File: src/hdl/ps2mt_pkg.sv
// shared types and constants for the ps2 mouse packet tracker
`default_nettype none
package ps2mt_pkg;

  localparam int BYTE_W   = 8;
  localparam int SIZE_W   = 13;
  localparam int POS_W    = 12;
  localparam int DELTA_W  = 9;
  localparam int STEP_W   = 10;

  // header bit positions
  localparam int HDR_LEFT_BIT = 0;
  localparam int HDR_XSIGN_BIT = 4;
  localparam int HDR_YSIGN_BIT = 5;

  localparam int RESET_X = 512;
  localparam int RESET_Y = 384;
  localparam logic [SIZE_W-1:0] RESET_WIDTH  = SIZE_W'(1024);
  localparam logic [SIZE_W-1:0] RESET_HEIGHT = SIZE_W'(768);

  // configuration register indexes
  typedef enum logic [0:0] {
    REG_SCREEN_WIDTH  = 1'b0,
    REG_SCREEN_HEIGHT = 1'b1
  } reg_index_t;

  // packet assembler to datapath
  typedef struct packed {
    logic                      done;
    logic signed [DELTA_W-1:0] dx;
    logic signed [DELTA_W-1:0] dy;
    logic                      left;
  } pkt_t;

  // one result item
  typedef struct packed {
    logic [POS_W-1:0] pos_x;
    logic [POS_W-1:0] pos_y;
    logic             left_button;
  } res_t;

endpackage
`default_nettype wire

File: src/hdl/ps2mt_if.sv
// valid/ready channel interfaces for the byte input and the position output
`default_nettype none
interface ps2mt_byte_if;
  import ps2mt_pkg::*;
  logic              valid;
  logic              ready;
  logic [BYTE_W-1:0] data_byte;
  logic              from_aux;
  modport source (output valid, output data_byte, output from_aux, input ready);
  modport sink (input valid, input data_byte, input from_aux, output ready);
endinterface

interface ps2mt_pos_if;
  import ps2mt_pkg::*;
  logic             valid;
  logic             ready;
  logic [POS_W-1:0] pos_x;
  logic [POS_W-1:0] pos_y;
  logic             left_button;
  modport source (output valid, output pos_x, output pos_y, output left_button, input ready);
  modport sink (input valid, input pos_x, input pos_y, input left_button, output ready);
endinterface
`default_nettype wire

File: src/hdl/ps2mt_packet_asm.sv
// collects mouse bytes into three-byte packets
`default_nettype none
module ps2mt_packet_asm
  import ps2mt_pkg::*;
(
  input  wire logic              clk,
  input  wire logic              rst,
  input  wire logic              fire,
  input  wire logic [BYTE_W-1:0] data_byte,
  input  wire logic              from_aux,
  output pkt_t                   pkt
);

  typedef enum logic [1:0] {
    PH_HEADER = 2'd0,
    PH_XMOVE  = 2'd1,
    PH_YMOVE  = 2'd2
  } phase_t;

  phase_t            byte_phase;
  logic [BYTE_W-1:0] header_byte;
  logic [BYTE_W-1:0] x_move_byte;

  // packet completes on the third mouse byte
  always_comb begin
    pkt.done = from_aux && (byte_phase == PH_YMOVE);
    pkt.dx   = {header_byte[HDR_XSIGN_BIT], x_move_byte};
    pkt.dy   = {header_byte[HDR_YSIGN_BIT], data_byte};
    pkt.left = header_byte[HDR_LEFT_BIT];
  end

  always_ff @(posedge clk) begin
    if (rst) begin
      byte_phase  <= PH_HEADER;
      header_byte <= '0;
      x_move_byte <= '0;
    end else if (fire && from_aux) begin
      unique case (byte_phase)
        PH_HEADER: begin
          header_byte <= data_byte;
          byte_phase  <= PH_XMOVE;
        end
        PH_XMOVE: begin
          x_move_byte <= data_byte;
          byte_phase  <= PH_YMOVE;
        end
        PH_YMOVE: begin
          byte_phase <= PH_HEADER;
        end
        default: begin
          byte_phase <= PH_HEADER;
        end
      endcase
    end
  end

endmodule
`default_nettype wire

File: src/hdl/ps2mt_axis_clamp.sv
// adds a step to one coordinate and clamps it to the screen size
`default_nettype none
module ps2mt_axis_clamp
  import ps2mt_pkg::*;
#(
  parameter int COORD_BITS = 12
) (
  input  wire logic [COORD_BITS-1:0]  cur,
  input  wire logic signed [STEP_W-1:0] step,
  input  wire logic [SIZE_W-1:0]      size,
  output logic [COORD_BITS-1:0]       next_pos
);

  localparam int EW = (COORD_BITS + 2 > SIZE_W + 1) ? COORD_BITS + 2 : SIZE_W + 1;
  localparam logic signed [EW-1:0] RANGE = EW'(1) <<< COORD_BITS;
  localparam logic signed [EW-1:0] ONE   = EW'(1);

  logic signed [EW-1:0] v;
  logic signed [EW-1:0] lim;
  logic signed [EW-1:0] lim_m1;

  always_comb begin
    v = $signed(EW'(cur)) + EW'(step);
    lim = $signed(EW'(size));
    // zero size acts as one, oversize saturates at the coordinate range
    if (lim < ONE) lim = ONE;
    if (lim > RANGE) lim = RANGE;
    lim_m1 = lim - ONE;
    if (v < 0) v = '0;
    if (v >= lim) v = lim_m1;
    next_pos = v[COORD_BITS-1:0];
  end

endmodule
`default_nettype wire

File: src/hdl/ps2mt_out_skid.sv
// two-entry output buffer between the datapath and the result channel
`default_nettype none
module ps2mt_out_skid
  import ps2mt_pkg::*;
(
  input  wire logic clk,
  input  wire logic rst,
  input  wire logic push,
  input  wire res_t push_data,
  output logic      can_push,
  output logic      out_valid,
  input  wire logic out_ready,
  output res_t      out_data
);

  logic main_valid;
  logic spare_valid;
  res_t main_data;
  res_t spare_data;
  logic pop;

  assign can_push  = !spare_valid;
  assign out_valid = main_valid;
  assign out_data  = main_data;
  assign pop       = main_valid && out_ready;

  always_ff @(posedge clk) begin
    if (rst) begin
      main_valid  <= 1'b0;
      spare_valid <= 1'b0;
    end else if (pop) begin
      if (spare_valid) begin
        main_data   <= spare_data;
        spare_valid <= 1'b0;
      end else if (push) begin
        main_data <= push_data;
      end else begin
        main_valid <= 1'b0;
      end
    end else if (push) begin
      if (!main_valid) begin
        main_data  <= push_data;
        main_valid <= 1'b1;
      end else begin
        spare_data  <= push_data;
        spare_valid <= 1'b1;
      end
    end
  end

endmodule
`default_nettype wire

File: src/hdl/ps2mt_top_core.sv
// ps2 mouse packet tracker top level: config registers, pointer state and output
`default_nettype none
// Takes one byte per cycle from a PS/2 controller (from_aux marks mouse bytes;
// keyboard bytes are dropped without disturbing packet assembly) and groups
// mouse bytes into three-byte packets. On the third byte the signed X and Y
// movement is applied to the pointer (Y subtracted, screen Y grows downward)
// and each axis is clamped to 0 .. screen size - 1; a zero size acts as one.
// Each packet pushes one position/left-button transaction into the output
// buffer as its third byte is taken. The block takes one byte every cycle: the
// whole update is a single add and clamp per axis between the current position
// and a two-entry output buffer, which stops input only when both entries are
// full. The pointer resets to 512,384 and the screen to 1024 x 768.
module ps2_mouse_packet_tracker_core
  import ps2mt_pkg::*;
#(
  parameter int COORD_BITS = 12
) (
  input  wire logic              clk,
  input  wire logic              rst,
  ps2mt_byte_if.sink             in_ch,
  ps2mt_pos_if.source            out_ch,
  input  wire logic              cfg_wr_en,
  input  wire logic [0:0]        cfg_index,
  input  wire logic [SIZE_W-1:0] cfg_data
);

  logic [SIZE_W-1:0]     screen_width;
  logic [SIZE_W-1:0]     screen_height;
  logic [COORD_BITS-1:0] cur_x;
  logic [COORD_BITS-1:0] cur_y;
  logic [COORD_BITS-1:0] cur_x_next;
  logic [COORD_BITS-1:0] cur_y_next;

  logic                  in_fire;
  logic                  can_push;
  pkt_t                  pkt;
  logic signed [STEP_W-1:0] step_x;
  logic signed [STEP_W-1:0] step_y;
  res_t                  res;
  res_t                  out_res;

  // byte transaction completes whenever the output buffer has a free entry
  assign in_ch.ready = can_push;
  assign in_fire     = in_ch.valid && can_push;

  // configuration writes
  always_ff @(posedge clk) begin
    if (rst) begin
      screen_width  <= RESET_WIDTH;
      screen_height <= RESET_HEIGHT;
    end else if (cfg_wr_en) begin
      unique case (reg_index_t'(cfg_index))
        REG_SCREEN_WIDTH:  screen_width  <= cfg_data;
        REG_SCREEN_HEIGHT: screen_height <= cfg_data;
        default: ;
      endcase
    end
  end

  ps2mt_packet_asm u_asm (
    .clk       (clk),
    .rst       (rst),
    .fire      (in_fire),
    .data_byte (in_ch.data_byte),
    .from_aux  (in_ch.from_aux),
    .pkt       (pkt)
  );

  // x adds the movement, y subtracts it
  assign step_x = STEP_W'(pkt.dx);
  assign step_y = -STEP_W'(pkt.dy);

  ps2mt_axis_clamp #(.COORD_BITS(COORD_BITS)) u_clamp_x (
    .cur      (cur_x),
    .step     (step_x),
    .size     (screen_width),
    .next_pos (cur_x_next)
  );

  ps2mt_axis_clamp #(.COORD_BITS(COORD_BITS)) u_clamp_y (
    .cur      (cur_y),
    .step     (step_y),
    .size     (screen_height),
    .next_pos (cur_y_next)
  );

  // pointer state moves only on a completed packet
  always_ff @(posedge clk) begin
    if (rst) begin
      cur_x <= COORD_BITS'(RESET_X);
      cur_y <= COORD_BITS'(RESET_Y);
    end else if (in_fire && pkt.done) begin
      cur_x <= cur_x_next;
      cur_y <= cur_y_next;
    end
  end

  // fit the coordinate width to the fixed output field
  generate
    if (COORD_BITS >= POS_W) begin : g_pos_trunc
      assign res.pos_x = cur_x_next[POS_W-1:0];
      assign res.pos_y = cur_y_next[POS_W-1:0];
    end else begin : g_pos_ext
      assign res.pos_x = {{(POS_W-COORD_BITS){1'b0}}, cur_x_next};
      assign res.pos_y = {{(POS_W-COORD_BITS){1'b0}}, cur_y_next};
    end
  endgenerate
  assign res.left_button = pkt.left;

  ps2mt_out_skid u_skid (
    .clk       (clk),
    .rst       (rst),
    .push      (in_fire && pkt.done),
    .push_data (res),
    .can_push  (can_push),
    .out_valid (out_ch.valid),
    .out_ready (out_ch.ready),
    .out_data  (out_res)
  );

  assign out_ch.pos_x       = out_res.pos_x;
  assign out_ch.pos_y       = out_res.pos_y;
  assign out_ch.left_button = out_res.left_button;

endmodule
`default_nettype wire

File: src/flat_wrapper.sv
// flat-port wrapper written by rule: the top's interface ports become plain ports
module ps2_mouse_packet_tracker_core_flat import ps2mt_pkg::*;
#(
  parameter int COORD_BITS = 12
)
  (clk, rst, cfg_wr_en, cfg_index, cfg_data, in_ch_valid, in_ch_data_byte, in_ch_from_aux, in_ch_ready, out_ch_valid, out_ch_pos_x, out_ch_pos_y, out_ch_left_button, out_ch_ready);
  ps2mt_byte_if in_ch_i ();
  ps2mt_pos_if out_ch_i ();
  input  wire logic clk;
  input  wire logic rst;
  input  wire logic cfg_wr_en;
  input  wire logic [0:0] cfg_index;
  input  wire logic [SIZE_W-1:0] cfg_data;
  input wire logic [$bits(in_ch_i.valid)-1:0] in_ch_valid;
  input wire logic [$bits(in_ch_i.data_byte)-1:0] in_ch_data_byte;
  input wire logic [$bits(in_ch_i.from_aux)-1:0] in_ch_from_aux;
  output wire logic [$bits(in_ch_i.ready)-1:0] in_ch_ready;
  output wire logic [$bits(out_ch_i.valid)-1:0] out_ch_valid;
  output wire logic [$bits(out_ch_i.pos_x)-1:0] out_ch_pos_x;
  output wire logic [$bits(out_ch_i.pos_y)-1:0] out_ch_pos_y;
  output wire logic [$bits(out_ch_i.left_button)-1:0] out_ch_left_button;
  input wire logic [$bits(out_ch_i.ready)-1:0] out_ch_ready;
  assign in_ch_i.valid = in_ch_valid;
  assign in_ch_i.data_byte = in_ch_data_byte;
  assign in_ch_i.from_aux = in_ch_from_aux;
  assign in_ch_ready = in_ch_i.ready;
  assign out_ch_valid = out_ch_i.valid;
  assign out_ch_pos_x = out_ch_i.pos_x;
  assign out_ch_pos_y = out_ch_i.pos_y;
  assign out_ch_left_button = out_ch_i.left_button;
  assign out_ch_i.ready = out_ch_ready;
  ps2_mouse_packet_tracker_core #(.COORD_BITS(COORD_BITS)) u_core (.clk(clk), .rst(rst), .in_ch(in_ch_i), .out_ch(out_ch_i), .cfg_wr_en(cfg_wr_en), .cfg_index(cfg_index), .cfg_data(cfg_data));
endmodule
File: config.mk
export PLATFORM = sky130hd
export DESIGN_NAME = ps2_mouse_packet_tracker_core_flat
export DESIGN_NICKNAME = d
export VERILOG_FILES = /design/src/hdl/ps2mt_pkg.sv /design/src/hdl/ps2mt_if.sv /design/src/hdl/ps2mt_packet_asm.sv /design/src/hdl/ps2mt_axis_clamp.sv /design/src/hdl/ps2mt_out_skid.sv /design/src/hdl/ps2mt_top_core.sv /design/src/flat_wrapper.sv
export SDC_FILE = /design/constraint.sdc
export NUM_CORES = 1
export LEC_CHECK = 0
export ABC_AREA = 1
export BUFFER_PORTS_ARGS = -buffer_cell sky130_fd_sc_hd__buf_2
export CAP_MARGIN = 0
export CORE_MARGIN = 3
export CORE_UTILIZATION = 55
export DETAILED_ROUTE_END_ITERATION = 8
export PLACE_DENSITY = 0.77
export SLEW_MARGIN = 10
export SYNTH_ARGS = -nofsm -noshare
export SYNTH_HDL_FRONTEND = slang
export SYNTH_SLANG_ARGS = --single-unit
export TNS_END_PERCENT = 30
File: constraint.sdc
create_clock -name clk -period 3.7 [get_ports clk]
set_input_delay 0.74 -clock clk [delete_from_list [all_inputs] [get_ports clk]]
set_output_delay 0.74 -clock clk [all_outputs]
set_load 0.005 [all_outputs]
# After elaboration in Yosys (flattened, before gate mapping)
# Index checks and enable logic that the tools add are counted.
[totals]
ff_bits = 118
inputBits = 28
elab_cells = 72
[op_classes]
add_sub_neg = 5
n_lt_le_gt_ge = 8
n_eq_ne = 5
muxes = 18
bitwise = 3
n_reduce_logical = 18
[op_table]
columns = ["operator", "n"]
rows = [
  ["25-bit 2-to-1 mux", 5],
  ["13-bit 2-to-1 mux", 4],
  ["14-bit >= comparator", 2],
  ["14-bit greater-than comparator (second input constant)", 2],
  ["14-bit by 1-bit less-than comparator with 1-bit output (second input constant)", 2],
  ["14-bit 2-to-1 mux", 2],
  ["13-bit by 1-bit less-than comparator with 1-bit output (second input constant)", 2],
  ["12-bit 2-to-1 mux", 2],
  ["12-bit by 2-bit subtractor with 12-bit output (second input constant)", 2],
  ["13-bit by 10-bit adder with 14-bit output", 1],
  ["13-bit by 9-bit adder with 14-bit output", 1],
  ["9-bit negator with 10-bit output", 1],
  ["2-bit AND reduction", 5],
  ["4-bit AND reduction", 2],
  ["1-bit logical AND", 5],
  ["1-bit 2-to-1 mux", 4],
  ["2-bit != test (second input constant)", 2],
  ["2-bit one-hot mux with 2 select lines", 1],
  ["2-bit nonzero test", 2],
  ["1-bit inverter", 3],
  ["3-bit AND reduction", 1],
  ["2-bit by 1-bit equality test with 1-bit output (second input constant)", 1],
  ["2-bit equality test (second input constant)", 1],
  ["2-bit zero test", 1],
  ["3 further kinds", 3],
]

# Depth between registers and ports, before layout
[logic_depth]
word_depth = 9
ltp_mapped = 27

# Hierarchy
# From an unflattened synthesis, not the netlist that was laid out.
[hier_totals]
hier_cells = 1032
hier_area_um2 = 7776.2
[modules_own_cells]
columns = ["mod", "n_inst", "cells_per_inst", "area_each_um2", "seq_area_each_um2"]
rows = [
  ["ps2mt_axis_clamp", 2, 264, 1556.5, 0.0],
  ["ps2_mouse_packet_tracker_core", 1, 263, 2057.0, 1001.0],
  ["ps2mt_out_skid", 1, 149, 1941.9, 1541.5],
  ["ps2mt_packet_asm", 1, 92, 664.4, 260.2],
]

# Least setup slack after synthesis
# No wires, ideal clock.
[synth_path]
kind = "input -> register"
from = "input port in_ch_data_byte[0]"
to = "register u_core.u_skid.spare_data[9] (netlist bit), data pin"
t_arrival_ns = 3.753
required_ns = 3.445
slack_ns = -0.308
stages = 23
path_buffers = 1
cell_sequence = "ha_1 > inv_1 > fa_1 > nand2_1 > inv_1 > o21ai_0 > nand2_1 > a21oi_1 > o21ai_0 > nand2_1 > inv_1 > o21bai_1 > a31oi_1 > a21oi_1 > ha_1 > inv_1 > nor2_1 > a211oi_1 > o21ai_0 > nor2_2 > buf_2 > o21ai_0 > and2_1"
[synth_between]
elab_chain_cells = 6
[synth_rtl]
columns = ["element", "line_no", "text"]
rows = [
  ["start, declared", "flat_wrapper.sv:15", "input wire logic [$bits(in_ch_i.data_byte)-1:0] in_ch_data_byte;"],
  ["9-bit negator with 10-bit output (*)", "ps2mt_top_core.sv:71", "assign step_y = -STEP_W'(pkt.dy);"],
  ["13-bit by 10-bit adder with 14-bit output (*)", "ps2mt_axis_clamp.sv:23", "v = $signed(EW'(cur)) + EW'(step);"],
  ["14-bit by 1-bit less-than comparator with 1-bit output", "ps2mt_axis_clamp.sv:29", "if (v < 0) v = '0;"],
  ["14-bit 2-to-1 mux (*)", "ps2mt_axis_clamp.sv:29", ""],
  ["14-bit >= comparator", "ps2mt_axis_clamp.sv:30", "if (v >= lim) v = lim_m1;"],
  ["12-bit 2-to-1 mux (*)", "ps2mt_axis_clamp.sv:30", ""],
  ["net u_core.cur_y_next[8]", "ps2mt_top_core.sv:32", "logic [COORD_BITS-1:0] cur_y_next;"],
  ["end signal, assigned", "ps2mt_out_skid.sv:45", "spare_data <= push_data;"],
  ["end, declared", "ps2mt_out_skid.sv:19", "res_t spare_data;"],
]
# Mark *: on every way through the listed nets, which the timed path passes. The rest lies on a longest branch.
# A chain may end at the register's enable or synchronous reset.

# Worst setup path in the final report
[layout_path]
from = "register u_core.cur_x[0]"
to = "register u_core.u_skid.main_data (netlist bit u_core.u_skid.out_data[17]), data pin"
[layout_between]
elab_chain_cells = 8
elab_cells_between_ends = 10
[layout_rtl]
columns = ["element", "line_no", "text"]
rows = [
  ["start, declared", "ps2mt_top_core.sv:29", "logic [COORD_BITS-1:0] cur_x;"],
  ["start signal, assigned", "ps2mt_top_core.sv:90", "cur_x <= COORD_BITS'(RESET_X);"],
  ["start signal, assigned", "ps2mt_top_core.sv:93", "cur_x <= cur_x_next;"],
  ["13-bit by 9-bit adder with 14-bit output (*)", "ps2mt_axis_clamp.sv:23", ""],
  ["14-bit by 1-bit less-than comparator with 1-bit output", "ps2mt_axis_clamp.sv:29", ""],
  ["14-bit 2-to-1 mux (*)", "ps2mt_axis_clamp.sv:29", ""],
  ["14-bit >= comparator", "ps2mt_axis_clamp.sv:30", ""],
  ["12-bit 2-to-1 mux (*)", "ps2mt_axis_clamp.sv:30", ""],
  ["net u_core.cur_x_next[4]", "ps2mt_top_core.sv:31", "logic [COORD_BITS-1:0] cur_x_next;"],
  ["25-bit 2-to-1 mux (on tied branches)", "ps2mt_out_skid.sv:41, ps2mt_out_skid.sv:35", ""],
  ["25-bit 2-to-1 mux (on tied branches)", "ps2mt_out_skid.sv:40, ps2mt_out_skid.sv:32", ""],
  ["25-bit 2-to-1 mux (*)", "ps2mt_out_skid.sv:31", "end else if (pop) begin"],
  ["end signal, assigned", "ps2mt_out_skid.sv:33", "main_data <= spare_data;"],
  ["end signal, assigned", "ps2mt_out_skid.sv:36", "main_data <= push_data;"],
  ["end signal, assigned", "ps2mt_out_skid.sv:42", "main_data <= push_data;"],
  ["end, declared", "ps2mt_out_skid.sv:18", "res_t main_data;"],
]
# Mark *: on every way through the listed nets, which the timed path passes. The rest lies on a longest branch. The select of a mux whose other input is x is not followed.

==> results.json <==
{
  "status": "finished with violations",
  "violations": "setup timing",
  "final-hold-violation-count": 0,
  "mostFrequentLayoutCell": "nand2_1",
  "grt_pass1_wl_um": 31700,
  "yosysUniqueCellTypes": 50,
  "p_int_w": 0.00302,
  "seqPwrFrac_pct": 31.9,
  "drt-initial-drc-count": 548,
  "cap_violations": 0,
  "antenna_found_initial": 0,
  "cts-buffers-inserted": 17,
  "clk_pin_slew_ps": 60,
  "grt_pass1_vias": 6545,
  "cts_root_buf": "clkbuf_16",
  "synth_top_family_by_area": "simple AND/OR/NAND/NOR gates",
  "start_util_pct": 56.8,
  "synth_compound_area_share_pct": 13.2,
  "timing.hold.ws_ps": 470,
  "synthXorXnorAreaFrac_pct": 2.55,
  "r2r_start": "u_core.cur_x[0]",
  "reg2reg_to": "u_core.u_skid.out_data[17]",
  "grt_max_degree": 40,
  "fp.dieH_um": 121,
  "combPwrFrac_pct": 29.9,
  "clock_skew_ps": 7.92,
  "row_count": 41,
  "syn_area_per_cell_sq_um": 7.39,
  "hold_path_depth": 0,
  "via_per_inst": 5.43,
  "end_kind": "flop",
  "p_switching_w": 0.00148,
  "cts_max_path_buffers": 2,
  "grt_overflow": 0,
  "synthMuxAreaShare_pct": 0,
  "min_to": "u_core.u_skid.spare_data[0]",
  "async_reset_ff_share_pct": 0,
  "rsz0062_at_grt": "yes",
  "remaining_drc_errors": 0,
  "hold_class": "flop to flop",
  "slew_headroom_pct": 46.9,
  "p_sw_share_pct": 32.9,
  "top_layer": "met4",
  "fin_tns_setup_ps": -1800,
  "path_max_fanout": 7,
  "finalNonFillerCells": 1300,
  "dr_wl_met3_um": 1600,
  "power_w": 0.00450,
  "synth_fp_nets": 1062,
  "fin_nets": 1199,
  "placement.io_buffers": 54,
  "die_area_sq_um": 14500,
  "worstSetupPathType": "flop to flop",
  "ir_drop_mv": 0.333,
  "reg2regPathDepth": 27,
  "yosys_warnings": 0,
  "synthCells": 978,
  "setup_slack_ps": -133,
  "syn-cell-area_sq_um": 7230,
  "pin_count": 55,
  "synth-simple-area-share_pct": 26.7,
  "leakage_nw": 4.55,
  "setup_viol": 26,
  "tightest_slew_ps": 796,
  "n_antenna_cell": 0,
  "vias": 7063,
  "final_max_slew_viol_count": 0,
  "period_minus_slack_ps": 3830,
  "clkPwrFrac_pct": 38.1,
  "grtUsageTotal_pct": 27.6,
  "crit_required_ps": 3870,
  "synth_edf_count": 50,
  "dp_hpwl_um": 13900,
  "core_sq_um": 12700,
  "ys_ff_latch": 115,
  "power_density_nw_per_um2": 470,
  "gp_congestion": 0.991,
  "drt-met1-wl_um": 9060,
  "wl_met2_um": 9440,
  "clk_latency_ps": 420,
  "area_delta_synth_final_pct": 32.4,
  "cts_tree": "built",
  "cts_sinks": 115,
  "detail-route-antenna-nets": 0,
  "wirelength_um": 20500,
  "start_kind": "flop",
  "final_cell_mix": "nand2_1, inv_1, nor2_1",
  "ys_seq_area_share_pct": 38.8,
  "fmax_mhz": 261,
  "wl_per_cell_um": 15.8,
  "dp_cells": 1252,
  "drive_gt1_share_pct": 29.6,
  "place_ws_ps": -627,
  "htreeDepth": 4,
  "period_share_pct": 104,
  "drt_pass1_iterations": 5,
  "hp-start": "u_core.u_asm.header_byte[0]",
  "cp.arrival_ps": 4000,
  "synth_ff_type": "dfxtp_1",
  "synthAdderAreaFrac_pct": 9.90,
  "die_w_um": 121,
  "rrSetupSlack_ps": -130
}
## power by group through the flow
stage	sequential, W	clock (W)	combinational, W
finish	0.00144	0.00172	0.00135
global route	0.00144	0.00179	0.00147
CTS	0.00144	0.00172	0.00120
detailed placement	0.00146	0	0.00103
global placement	0.00146	0	0.00101
floorplan	0.00146	0	0.000697
## metal layers
metal  vias to the layer above  global-route usage [%]
met5                         -                       0
met4                         0                    8.64
met3                        42                    6.17
met2                       275                    43.2
met1                      3263                    38.2
li1                       3483                       -
## worst max path at each step
stage | from | end | slack, ps | depth (start not counted)
global route | u_core.u_asm.x_move_byte[0] | u_core.u_skid.out_data[17] | -270 | 27
CTS | u_core.u_asm.x_move_byte[0] | u_core.u_skid.out_data[19] | -40 | 27
finish | u_core.cur_x[0] | u_core.u_skid.out_data[17] | -130 | 27
floorplan | in_ch_data_byte[1] | u_core.u_skid.spare_data[9] | -9 | 21
global placement | in_ch_data_byte[0] | u_core.u_skid.out_data[11] | -530 | 26
detailed placement | in_ch_data_byte[0] | u_core.u_skid.out_data[12] | -630 | 26
## flip-flops by register name, summed over array words and instances (netlist names)
signal / cells
u_core.u_asm.x_move_byte: 8
u_core.u_skid.out_valid: 1
u_core.screen_width: 13
u_core.u_skid.spare_data: 25
u_core.screen_height: 13
u_core.cur_x: 12
u_core.u_skid.spare_valid: 1
u_core.u_asm.header_byte: 3
u_core.u_skid.out_data: 25
u_core.u_asm.byte_phase: 2
u_core.cur_y: 12
## critical path, cell delays in order (launching register included)
cell       delay [ps]
dfxtp_2           340
ha_4              160
fa_2              340
nand2_2            80
inv_2              40
o21ai_2           150
nand2_2           110
a21oi_4           170
o21ai_2            70
nand2_1            90
inv_2              60
o21bai_4          140
a31oi_2            60
a21oi_2           170
ha_1              290
nand2_2           110
inv_2              60
nand3_2            60
nor3_2             50
o21ai_1           110
o2111ai_1         170
nor2_2            220
inv_2              90
buf_8             160
nand2_2            90
nand2_2            70
nand2_1            70
nand2_1            60
## repair_timing
action	4_1_cts	5_1_grt
pin swaps	35	32
cloned	1	1
setup buffers	6	8
hold buffers	0	0
setup endpoints to repair	71	72
gates resized for setup	75	77
## final cells by class
class / count / area [sq um]
multi-input cells: 702 / 4440
inverters: 135 / 509
fillers: 920 / 3160
clock buffers: 18 / 439
clock inverters: 14 / 176
flip-flops and latches: 115 / 2810
well taps: 172 / 215
repair buffers: 144 / 980
## metrics by stage
stage	utilization (%)	area, sq um
global route	75.2	9570
detailed placement	65.0	8260
CTS	72.3	9200
global placement	65.0	8260
finish	75.2	9570
floorplan	-	7330
## Yosys cell counts (all sizes together), types with 2 or more instances
library cell	count	share of area [%]
a21boi	3	0.36
a21oi	71	5.0
a31oi	2	0.17
and2	3	0.29
buf	8	0.88
clkbuf	19	0.99
dfxtp	65	18
edfxtp	50	21
fa	2	0.55
ha	54	9.4
inv	135	7.0
nand2	240	13
nand3	62	4.4
nand3b	3	0.36
nand4	12	1.0
nor2	117	6.3
nor3	6	0.48
nor4	2	0.17
o21ai	81	6.1
o21bai	2	0.21
o31ai	2	0.21
o41ai	4	0.48
or2	7	0.61
xnor2	8	0.97
xor2	13	1.6
## cells by family after synthesis
family | Yosys count
AOI/OAI and AO/OA | 171
and+or+nand+nor | 453
xor gates and xnor gates | 21
buffers and inverters | 162
adders and majority gates | 56
DFF | 115
(Power assumes the default switching activity.)
